File: src/rtl/adll_pkg.sv
package adll_pkg;

    localparam int CAPACITY = 1024;
    localparam int SLOTS    = CAPACITY + 1;
    localparam int IDX_W    = $clog2(CAPACITY);
    localparam int SLOT_W   = $clog2(SLOTS);

    localparam int CMD_W    = 3;
    localparam int NODE_W   = 10;
    localparam int VAL_W    = 32;
    localparam int LINK_W   = 11;
    localparam int STAT_W   = 2;

    typedef enum logic [CMD_W-1:0] {
        CMD_LOAD       = 3'd0,
        CMD_SET_ENDS   = 3'd1,
        CMD_INS_AFTER  = 3'd2,
        CMD_INS_BEFORE = 3'd3,
        CMD_REMOVE     = 3'd4,
        CMD_WALK       = 3'd5
    } t_cmd;

    typedef logic [STAT_W-1:0] t_status;
    localparam t_status STAT_OK   = 2'd0;
    localparam t_status STAT_FULL = 2'd1;
    localparam t_status STAT_END  = 2'd2;

    typedef enum logic [1:0] {
        ST_IDLE,
        ST_EXEC,
        ST_WR2,
        ST_WALK2
    } t_state;

    typedef logic [SLOT_W-1:0] t_slot;
    typedef logic [IDX_W-1:0]  t_idx;

    typedef struct packed {
        t_slot             next_raddr;
        t_slot             prev_raddr;
        t_idx              val_raddr;
        logic              next_we;
        t_slot             next_waddr;
        t_slot             next_wdata;
        logic              prev_we;
        t_slot             prev_waddr;
        t_slot             prev_wdata;
        logic              val_we;
        t_idx              val_waddr;
        logic [VAL_W-1:0]  val_wdata;
    } t_mem_req;

    typedef struct packed {
        t_slot             next_rdata;
        t_slot             prev_rdata;
        logic [VAL_W-1:0]  val_rdata;
    } t_mem_rsp;

    // a link of none, a negative link or a node beyond the list maps to the sentinel
    function automatic t_slot link_to_slot(input logic [LINK_W-1:0] raw);
        logic [31:0] v;
        v = 32'(raw);
        if (raw[LINK_W-1]) begin
            return '0;
        end
        if (v >= 32'(CAPACITY)) begin
            return '0;
        end
        return SLOT_W'(v + 32'd1);
    endfunction

endpackage

File: src/rtl/adll_ctrl.sv
module adll_ctrl (
    input  logic                           i_clk,
    input  logic                           i_rst_n,
    input  logic                           i_start,
    output logic                           o_busy,
    input  logic [adll_pkg::CMD_W-1:0]     i_cmd,
    input  logic [adll_pkg::NODE_W-1:0]    i_node_index,
    input  logic [adll_pkg::VAL_W-1:0]     i_data_value,
    input  logic [adll_pkg::LINK_W-1:0]    i_next_index,
    input  logic [adll_pkg::LINK_W-1:0]    i_prev_index,
    output adll_pkg::t_mem_req             o_req,
    input  adll_pkg::t_mem_rsp             i_rsp,
    output logic                           o_valid,
    output logic [adll_pkg::VAL_W-1:0]     o_result_value,
    output logic [adll_pkg::NODE_W-1:0]    o_result_index,
    output logic [adll_pkg::STAT_W-1:0]    o_status,
    output logic                           o_is_last
);
    import adll_pkg::*;

    t_state            r_state, n_state;
    t_cmd              r_cmd;
    logic [NODE_W-1:0] r_node;
    logic [VAL_W-1:0]  r_data;
    t_slot             r_nslot, r_pslot;
    t_slot             r_free, n_free;
    t_slot             r_cursor, n_cursor;
    t_slot             r_link, n_link;
    logic              r_done, n_done;
    logic [VAL_W-1:0]  r_rv, n_rv;
    logic [NODE_W-1:0] r_ri, n_ri;
    t_status           r_st, n_st;
    logic              r_last, n_last;

    logic              w_accept;
    logic              w_in_range;
    logic              w_full;
    t_slot             w_t;
    t_slot             w_new;
    t_slot             w_p0;
    logic [31:0]       w_cnt;
    t_slot             w_in_t;

    assign w_accept   = i_start && (r_state == ST_IDLE);
    assign o_busy     = (r_state != ST_IDLE);
    assign w_in_range = 32'(r_node) < 32'(CAPACITY);
    assign w_full     = 32'(r_free) >= 32'(CAPACITY);
    assign w_t        = SLOT_W'(r_node) + SLOT_W'(1);
    assign w_in_t     = SLOT_W'(i_node_index) + SLOT_W'(1);
    assign w_new      = r_free + SLOT_W'(1);
    // a head of none clears the sentinel's tail link before the tail fix-up
    assign w_p0       = (r_nslot == '0) ? '0 : r_pslot;
    assign w_cnt      = 32'(r_node) + 32'd1;

    always_comb begin
        n_state = r_state;
        case (r_state)
            ST_IDLE: begin
                if (i_start) begin
                    n_state = ST_EXEC;
                end
            end
            ST_EXEC: begin
                case (r_cmd)
                    CMD_SET_ENDS: n_state = ST_WR2;
                    CMD_INS_AFTER, CMD_INS_BEFORE: begin
                        n_state = (w_in_range && !w_full) ? ST_WR2 : ST_IDLE;
                    end
                    CMD_WALK: begin
                        n_state = (i_rsp.next_rdata == '0) ? ST_IDLE : ST_WALK2;
                    end
                    default: n_state = ST_IDLE;
                endcase
            end
            ST_WR2:   n_state = ST_IDLE;
            ST_WALK2: n_state = ST_IDLE;
            default:  n_state = ST_IDLE;
        endcase
    end

    always_comb begin
        o_req           = '0;
        o_req.val_wdata = r_data;
        n_free          = r_free;
        n_cursor        = r_cursor;
        n_link          = r_link;
        n_done          = 1'b0;
        n_rv            = '0;
        n_ri            = '0;
        n_st            = STAT_OK;
        n_last          = 1'b0;
        case (r_state)
            ST_IDLE: begin
                o_req.next_raddr = (t_cmd'(i_cmd) == CMD_WALK) ? r_cursor : w_in_t;
                o_req.prev_raddr = w_in_t;
                o_req.val_raddr  = IDX_W'(i_node_index);
            end
            ST_EXEC: begin
                case (r_cmd)
                    CMD_LOAD: begin
                        n_done = 1'b1;
                        if (w_in_range) begin
                            o_req.val_we     = 1'b1;
                            o_req.val_waddr  = IDX_W'(r_node);
                            o_req.next_we    = 1'b1;
                            o_req.next_waddr = w_t;
                            o_req.next_wdata = r_nslot;
                            o_req.prev_we    = 1'b1;
                            o_req.prev_waddr = w_t;
                            o_req.prev_wdata = r_pslot;
                        end
                    end
                    CMD_SET_ENDS: begin
                        o_req.next_we    = 1'b1;
                        o_req.next_wdata = r_nslot;
                        o_req.prev_we    = 1'b1;
                        o_req.prev_wdata = r_pslot;
                        n_free   = (w_cnt < 32'(CAPACITY)) ? SLOT_W'(w_cnt)
                                                           : SLOT_W'(CAPACITY);
                        n_cursor = '0;
                    end
                    CMD_INS_AFTER, CMD_INS_BEFORE: begin
                        if (!w_in_range) begin
                            n_done = 1'b1;
                        end else if (w_full) begin
                            n_done = 1'b1;
                            n_st   = STAT_FULL;
                        end else begin
                            o_req.val_we     = 1'b1;
                            o_req.val_waddr  = IDX_W'(r_free);
                            o_req.next_we    = 1'b1;
                            o_req.next_waddr = w_new;
                            o_req.prev_we    = 1'b1;
                            o_req.prev_waddr = w_new;
                            if (r_cmd == CMD_INS_AFTER) begin
                                o_req.next_wdata = i_rsp.next_rdata;
                                o_req.prev_wdata = w_t;
                                n_link           = i_rsp.next_rdata;
                            end else begin
                                o_req.next_wdata = w_t;
                                o_req.prev_wdata = i_rsp.prev_rdata;
                                n_link           = i_rsp.prev_rdata;
                            end
                        end
                    end
                    CMD_REMOVE: begin
                        n_done = 1'b1;
                        if (w_in_range) begin
                            o_req.prev_we    = 1'b1;
                            o_req.prev_waddr = i_rsp.next_rdata;
                            o_req.prev_wdata = i_rsp.prev_rdata;
                            o_req.next_we    = 1'b1;
                            o_req.next_waddr = i_rsp.prev_rdata;
                            o_req.next_wdata = i_rsp.next_rdata;
                            n_rv             = i_rsp.val_rdata;
                        end
                    end
                    CMD_WALK: begin
                        n_cursor         = i_rsp.next_rdata;
                        o_req.next_raddr = i_rsp.next_rdata;
                        o_req.val_raddr  = IDX_W'(i_rsp.next_rdata - SLOT_W'(1));
                        if (i_rsp.next_rdata == '0) begin
                            n_done = 1'b1;
                            n_st   = STAT_END;
                        end
                    end
                    default: begin
                        n_done = 1'b1;
                    end
                endcase
            end
            ST_WR2: begin
                n_done        = 1'b1;
                o_req.next_we = 1'b1;
                o_req.prev_we = 1'b1;
                case (r_cmd)
                    CMD_SET_ENDS: begin
                        o_req.prev_waddr = r_nslot;
                        o_req.next_waddr = w_p0;
                    end
                    CMD_INS_AFTER: begin
                        o_req.prev_waddr = r_link;
                        o_req.prev_wdata = w_new;
                        o_req.next_waddr = w_t;
                        o_req.next_wdata = w_new;
                        n_free           = w_new;
                        n_ri             = NODE_W'(r_free);
                    end
                    default: begin
                        o_req.next_waddr = r_link;
                        o_req.next_wdata = w_new;
                        o_req.prev_waddr = w_t;
                        o_req.prev_wdata = w_new;
                        n_free           = w_new;
                        n_ri             = NODE_W'(r_free);
                    end
                endcase
            end
            ST_WALK2: begin
                n_done = 1'b1;
                n_rv   = i_rsp.val_rdata;
                n_last = (i_rsp.next_rdata == '0);
            end
            default: begin
                n_done = 1'b0;
            end
        endcase
    end

    always_ff @(posedge i_clk) begin
        if (!i_rst_n) begin
            r_state  <= ST_IDLE;
            r_free   <= '0;
            r_cursor <= '0;
            r_done   <= 1'b0;
        end else begin
            r_state  <= n_state;
            r_free   <= n_free;
            r_cursor <= n_cursor;
            r_done   <= n_done;
        end
    end

    always_ff @(posedge i_clk) begin
        if (w_accept) begin
            r_cmd   <= t_cmd'(i_cmd);
            r_node  <= i_node_index;
            r_data  <= i_data_value;
            r_nslot <= link_to_slot(i_next_index);
            r_pslot <= link_to_slot(i_prev_index);
        end
        r_link <= n_link;
        if (n_done) begin
            r_rv   <= n_rv;
            r_ri   <= n_ri;
            r_st   <= n_st;
            r_last <= n_last;
        end
    end

    assign o_valid        = r_done;
    assign o_result_value = r_rv;
    assign o_result_index = r_ri;
    assign o_status       = r_st;
    assign o_is_last      = r_last;

endmodule

File: config.mk
export PLATFORM = sky130hd
export DESIGN_NAME = adll_ctrl
export DESIGN_NICKNAME = d
export VERILOG_FILES = /design/src/rtl/adll_pkg.sv /design/src/rtl/adll_ctrl.sv
export SDC_FILE = /design/constraint.sdc
export NUM_CORES = 1
export LEC_CHECK = 0
export ABC_AREA = 1
export BUFFER_PORTS_ARGS = -buffer_cell sky130_fd_sc_hd__buf_4
export CORE_MARGIN = 2
export CORE_UTILIZATION = 52
export CTS_CLUSTER_SIZE = 40
export DETAILED_ROUTE_END_ITERATION = 12
export GPL_TIMING_DRIVEN = 0
export PLACE_DENSITY = 0.82
export SLEW_MARGIN = 30
export SYNTH_ARGS = -nofsm -noshare
export SYNTH_HDL_FRONTEND = slang
export SYNTH_SLANG_ARGS = --single-unit
File: constraint.sdc
create_clock -name i_clk -period 4.9 [get_ports i_clk]
set_input_delay 0.735 -clock i_clk [delete_from_list [all_inputs] [get_ports i_clk]]
set_output_delay 0.735 -clock i_clk [all_outputs]
set_load 0.005 [all_outputs]
After elaboration in Yosys (flattened, before gate mapping)

Index checks and enable logic that the tools add are counted.

Add/sub/neg operators: 7
Magnitude comparators: 4
Equality and inequality tests: 12
Mux-type cells: 59
Bitwise gates (word level): 2
Reductions and logical operators: 16

Operators by type and width:

| cell                    | count |
|---|---|
| $mux W11                | 20 |
| $pmux W11 S2            | 6 |
| $pmux W11 S3            | 3 |
| $pmux W46 S2            | 1 |
| $pmux W32 S2            | 1 |
| $mux W57                | 1 |
| $pmux W12 S3            | 1 |
| $add A10 B1 Y11 const B | 3 |
| $add A11 B1 Y11 const B | 3 |
| $ge A11 B11 Y1 const B  | 3 |
| $mux W32                | 1 |
| $logic_not A11 Y1       | 2 |
| $pmux W10 S2            | 1 |
| $mux W1                 | 13 |
| $pmux W2 S3             | 2 |
| $lt A11 B11 Y1 const B  | 1 |
| $mux W10                | 1 |
| $sub A10 B1 Y10 const B | 1 |
| $eq A3 B3 Y1 const B    | 3 |
| $mux W2                 | 4 |
| $reduce_or A2 Y1        | 4 |
| $eq A3 B2 Y1 const B    | 2 |
| $reduce_and A3 Y1       | 2 |
| $reduce_bool A2 Y1      | 3 |
| 14 further kinds        | 18 |

Bits in registers: 148
Input port bits: 124
Output and inout bits: 168
Logic and storage cells: 114

Logic depth before layout (Yosys ltp)

Depth after elaboration: 7
Mapped depth: 11
Mapped depth without buffers: 11

Worst setup path after synthesis

OpenSTA, ideal clock, no wires.

Path kind: input-to-reg
Start: in i_rsp[43] in the netlist's numbering
End: reg r_last (netlist: o_is_last) (enable)
Library setup time: 476 ps
Data arrival time: 3640 ps
Required time: 4424 ps
Path slack: 784 ps
Stages on the path: 6
Path buffers: 0
Path through: inv_1 ha_1 nand4_1 nor3_1 nand2_1 a31oi_1

Word-level cells in the longest chain between the ends: 4

RTL lines:

| item                   | line             | RTL |
|---|---|---|
| start: declaration     | adll_ctrl.sv:12  | `input adll_pkg::t_mem_rsp i_rsp,` |
| $logic_not A11 Y1      | adll_ctrl.sv:162 | `if (i_rsp.next_rdata == '0) begin` |
| $mux W1                | adll_ctrl.sv:162 |  |
| $pmux W1 S3            | adll_ctrl.sv:99  | `case (r_cmd)` |
| $pmux W1 S2            | adll_ctrl.sv:92  | `case (r_state)` |
| named net n_done       | adll_ctrl.sv:29  | `logic r_done, n_done;` |
| end signal: assignment | adll_ctrl.sv:237 | `r_last <= n_last;` |
| end: declaration       | adll_ctrl.sv:33  | `logic r_last, n_last;` |

The timed path passes the listed nets, and every way through them passes these cells.
A chain may end at the register's enable or synchronous reset.

==> results.sh <==
export IMPL_place_congestion=1.03
export IMPL_unrepaired_setup_endpoints_after_global_routing="no"
export IMPL_vias=9955
export IMPL_cts_resized_gates=0
export IMPL_post_synth_top_count_cell="sky130_fd_sc_hd__nand2_1"
export IMPL_fp_dieH_um=135
export IMPL_path_class="reg -> out"
export IMPL_p_leak_nw=5.55
export IMPL_grt_first_pass_wirelength_mm=50.9
export IMPL_grt_pass1_vias=8995
export IMPL_min_path_type="reg -> reg"
export IMPL_std_cell_rows=48
export IMPL_detail_route_iter0_violations=1215
export IMPL_drv_slew=0
export IMPL_setup_violations_final=0
export IMPL_drtPass1Iterations=8
export IMPL_final_setup_worst_slack_ps=1280
export IMPL_yosys_cell_types_count=43
export IMPL_die_w_um=135
export IMPL_yosys_register_bits=148
export IMPL_drc=0
export IMPL_post_synth_top_area_fraction_pct=41.2
export IMPL_run_status="finished, final reports clean"
export IMPL_num_antenna_cells=0
export IMPL_synth_edff_count=123
export IMPL_critPathMaxFanout=10
export IMPL_htree_levels=4
export IMPL_synth_area_leaders="sky130_fd_sc_hd__edfxtp_1 (41%), sky130_fd_sc_hd__nand2_1 (12%), sky130_fd_sc_hd__inv_1 (6.3%)"
export IMPL_syn_instance_count=1189
export IMPL_period_needed_ps=3620
export IMPL_yosysWarnings=0
export IMPL_path_clk_slew_ps=70
export IMPL_cts_sinks=148
export IMPL_post_cts_repair_setup_buffers=0
export IMPL_grt_total_usage_pct=37.4
export IMPL_cts_buffers_inserted=17
export IMPL_flow_area_growth_from_synthesis_pct=34.9
export IMPL_finalPower_mw=4.14
export IMPL_synth_largest_area_cell="sky130_fd_sc_hd__edfxtp_1"
export IMPL_startpoint_type="register"
export IMPL_hold_viol=0
export IMPL_wl_per_cell_um=20.0
export IMPL_yosys_top_cells_count="sky130_fd_sc_hd__nand2_1 (288), sky130_fd_sc_hd__inv_1 (151), sky130_fd_sc_hd__edfxtp_1 (123)"
export IMPL_async_set_or_reset_register_ratio_after_synthesis_pct=0
export IMPL_fin_tns_setup_ps=0
export IMPL_tritoncts="built"
export IMPL_holdWs_ps=467
export IMPL_starting_density_pct=52.6
export IMPL_timing_critical_path_required_ps=4160
export IMPL_vdd_ir_drop_max_mv=0.259
export IMPL_finalNetCount=1640
export IMPL_max_cap_viol_count=0
export IMPL_synth_flop_cell="sky130_fd_sc_hd__edfxtp_1"
export IMPL_design_portCount=292
export IMPL_grt_antenna_before_repair=0
export IMPL_clockRootBuffer="sky130_fd_sc_hd__clkbuf_16"
export IMPL_place_detailed_hpwl_mm=26.4
export IMPL_worstPathArrival_ps=2880
export IMPL_cts_hold_fix_buffers=0
export IMPL_clk_insertion_delay_late_ps=430
export IMPL_mappedNetlistNets=1328
export IMPL_place_port_buffers=290
export IMPL_final_cell_area_um2=12100
export IMPL_grt_overflow=0
export IMPL_syn_mean_instance_area_um2=7.54
export IMPL_via_cell_ratio=5.72
export IMPL_wl_mm=34.8
export IMPL_grt_start_max_net_pins=55
export IMPL_cts_buffer_depth=2
export IMPL_max_slew_worst_pin_slew_ps=796
export IMPL_critical_path_endpoint_type="primary output"
export IMPL_synth_seq_area_share_pct=46.8
export IMPL_clock_skew_ps=8.79
export IMPL_n_fill_cell=1350
export IMPL_detailedPlace_worstSlack_ps=1860
export IMPL_placeableCoreArea_um2=17100
export IMPL_die_area_um2=18300
export IMPL_final_antenna_net_count=0
export IMPL_fin_crit_sh_pct=73.9
export IMPL_syn_area_um2=8960
export IMPL_slew_headroom_pct=46.9
export IMPL_power_per_cell_area_nw_per_um2=343
export IMPL_share_of_post_route_cells_with_drive_strength_above_1_pct=24.6
export IMPL_clock_fmax_ghz=0.276
export IMPL_placed_cell_area_um2=11500
==> power by group <==
group	internal [mW]	switching [mW]	leakage, nW	total, mW
combinational	0.461	0.791	3.89	1.25
sequential	1.53	0.0864	1.38	1.62
clock	0.673	0.602	0.279	1.28
total	2.66	1.48	5.55	4.14
==> through the flow <==
step                cells  util [%]
floorplan            1189         -
global placement     1704      67.0
detailed placement   1707      67.6
CTS                  1739      70.9
global route         1739      70.9
finish               1739      70.9
==> worst max-delay path, cell delays in order (launching register included) <==
cell and delay (ps):
sky130_fd_sc_hd__dfxtp_1 360, sky130_fd_sc_hd__inv_1 120, sky130_fd_sc_hd__ha_1 310, sky130_fd_sc_hd__clkbuf_1 380
sky130_fd_sc_hd__clkbuf_1 650, sky130_fd_sc_hd__nand2_1 140, sky130_fd_sc_hd__a21oi_1 300, sky130_fd_sc_hd__buf_4 170
==> per-layer routing <==
layer	vias to the layer above	share of wire (%)	GRT usage, %
li1	4566	-	-
met1	4509	37	48.8
met2	756	45	59.1
met3	124	13	8.90
met4	0	4.6	17.7
met5	-	0	0
==> cell usage in the layout (no fill, tap or decap), types with 4 or more instances in the layout <==
master                      instances
sky130_fd_sc_hd__nand3_1          107
sky130_fd_sc_hd__dfxtp_1           25
sky130_fd_sc_hd__xnor2_1            4
sky130_fd_sc_hd__inv_8              4
sky130_fd_sc_hd__inv_1            150
sky130_fd_sc_hd__edfxtp_1         123
sky130_fd_sc_hd__nand2_1          288
sky130_fd_sc_hd__or2_2              6
sky130_fd_sc_hd__nand4_1            8
sky130_fd_sc_hd__buf_2             16
sky130_fd_sc_hd__o21ai_0           90
sky130_fd_sc_hd__o21ai_1           12
sky130_fd_sc_hd__nor2_1           121
sky130_fd_sc_hd__o22ai_1           10
sky130_fd_sc_hd__clkbuf_1          30
sky130_fd_sc_hd__o21bai_1           4
sky130_fd_sc_hd__a21oi_1          102
sky130_fd_sc_hd__inv_2             10
sky130_fd_sc_hd__clkbuf_16         17
sky130_fd_sc_hd__o211ai_1          11
sky130_fd_sc_hd__ha_1              15
sky130_fd_sc_hd__inv_6              5
sky130_fd_sc_hd__xor2_1            11
sky130_fd_sc_hd__nor3_1            12
sky130_fd_sc_hd__buf_4            292
==> sequential cells by signal, indices dropped and copies added, names as in the netlist, 3 cells and up <==
name,cells
o_result_value,32
r_data,32
r_cursor,11
r_free,11
r_link,11
r_nslot,11
r_pslot,11
o_result_index,10
r_node,10
r_cmd,3
==> worst paths after layout <==
kind	from	to	slack (ps)	depth (start not counted)
hold reg to reg	r_cursor[3]	r_cursor[3]	470	2
setup reg to reg	r_state[1]	o_result_value[27]	2200	9
hold / removal	r_cursor[3]	r_cursor[3]	470	2
setup / recovery	r_state[1]	o_req[74]	1280	7
==> layout make-up <==
| class | instances | area, um^2 | area share [%] |
|---|---|---|---|
| buffer | 52 | 231 | 1.91 |
| clock buffer | 17 | 425 | 3.52 |
| clock inverter | 15 | 140 | 1.16 |
| inverter | 162 | 611 | 5.05 |
| multi-input combinational | 827 | 3950 | 32.7 |
| sequential | 148 | 4190 | 34.7 |
| tap | 225 | 282 | 2.33 |
| timing repair buffer | 293 | 2260 | 18.7 |
==> cell families (layout without fill, tap and decap cells) <==
family                     Yosys count  count (layout)  synth area share, %
xor gates and xnor gates            15              15                 1.47
adders and majority gates           15              15                 2.09
DFF                                148             148                 46.8
buffers and inverters              214             539                 9.37
AOI/OAI and AO/OA                  239             239                 14.2
and+or+nand+nor                    558             558                 26.1
(Power assumes the default switching activity.)
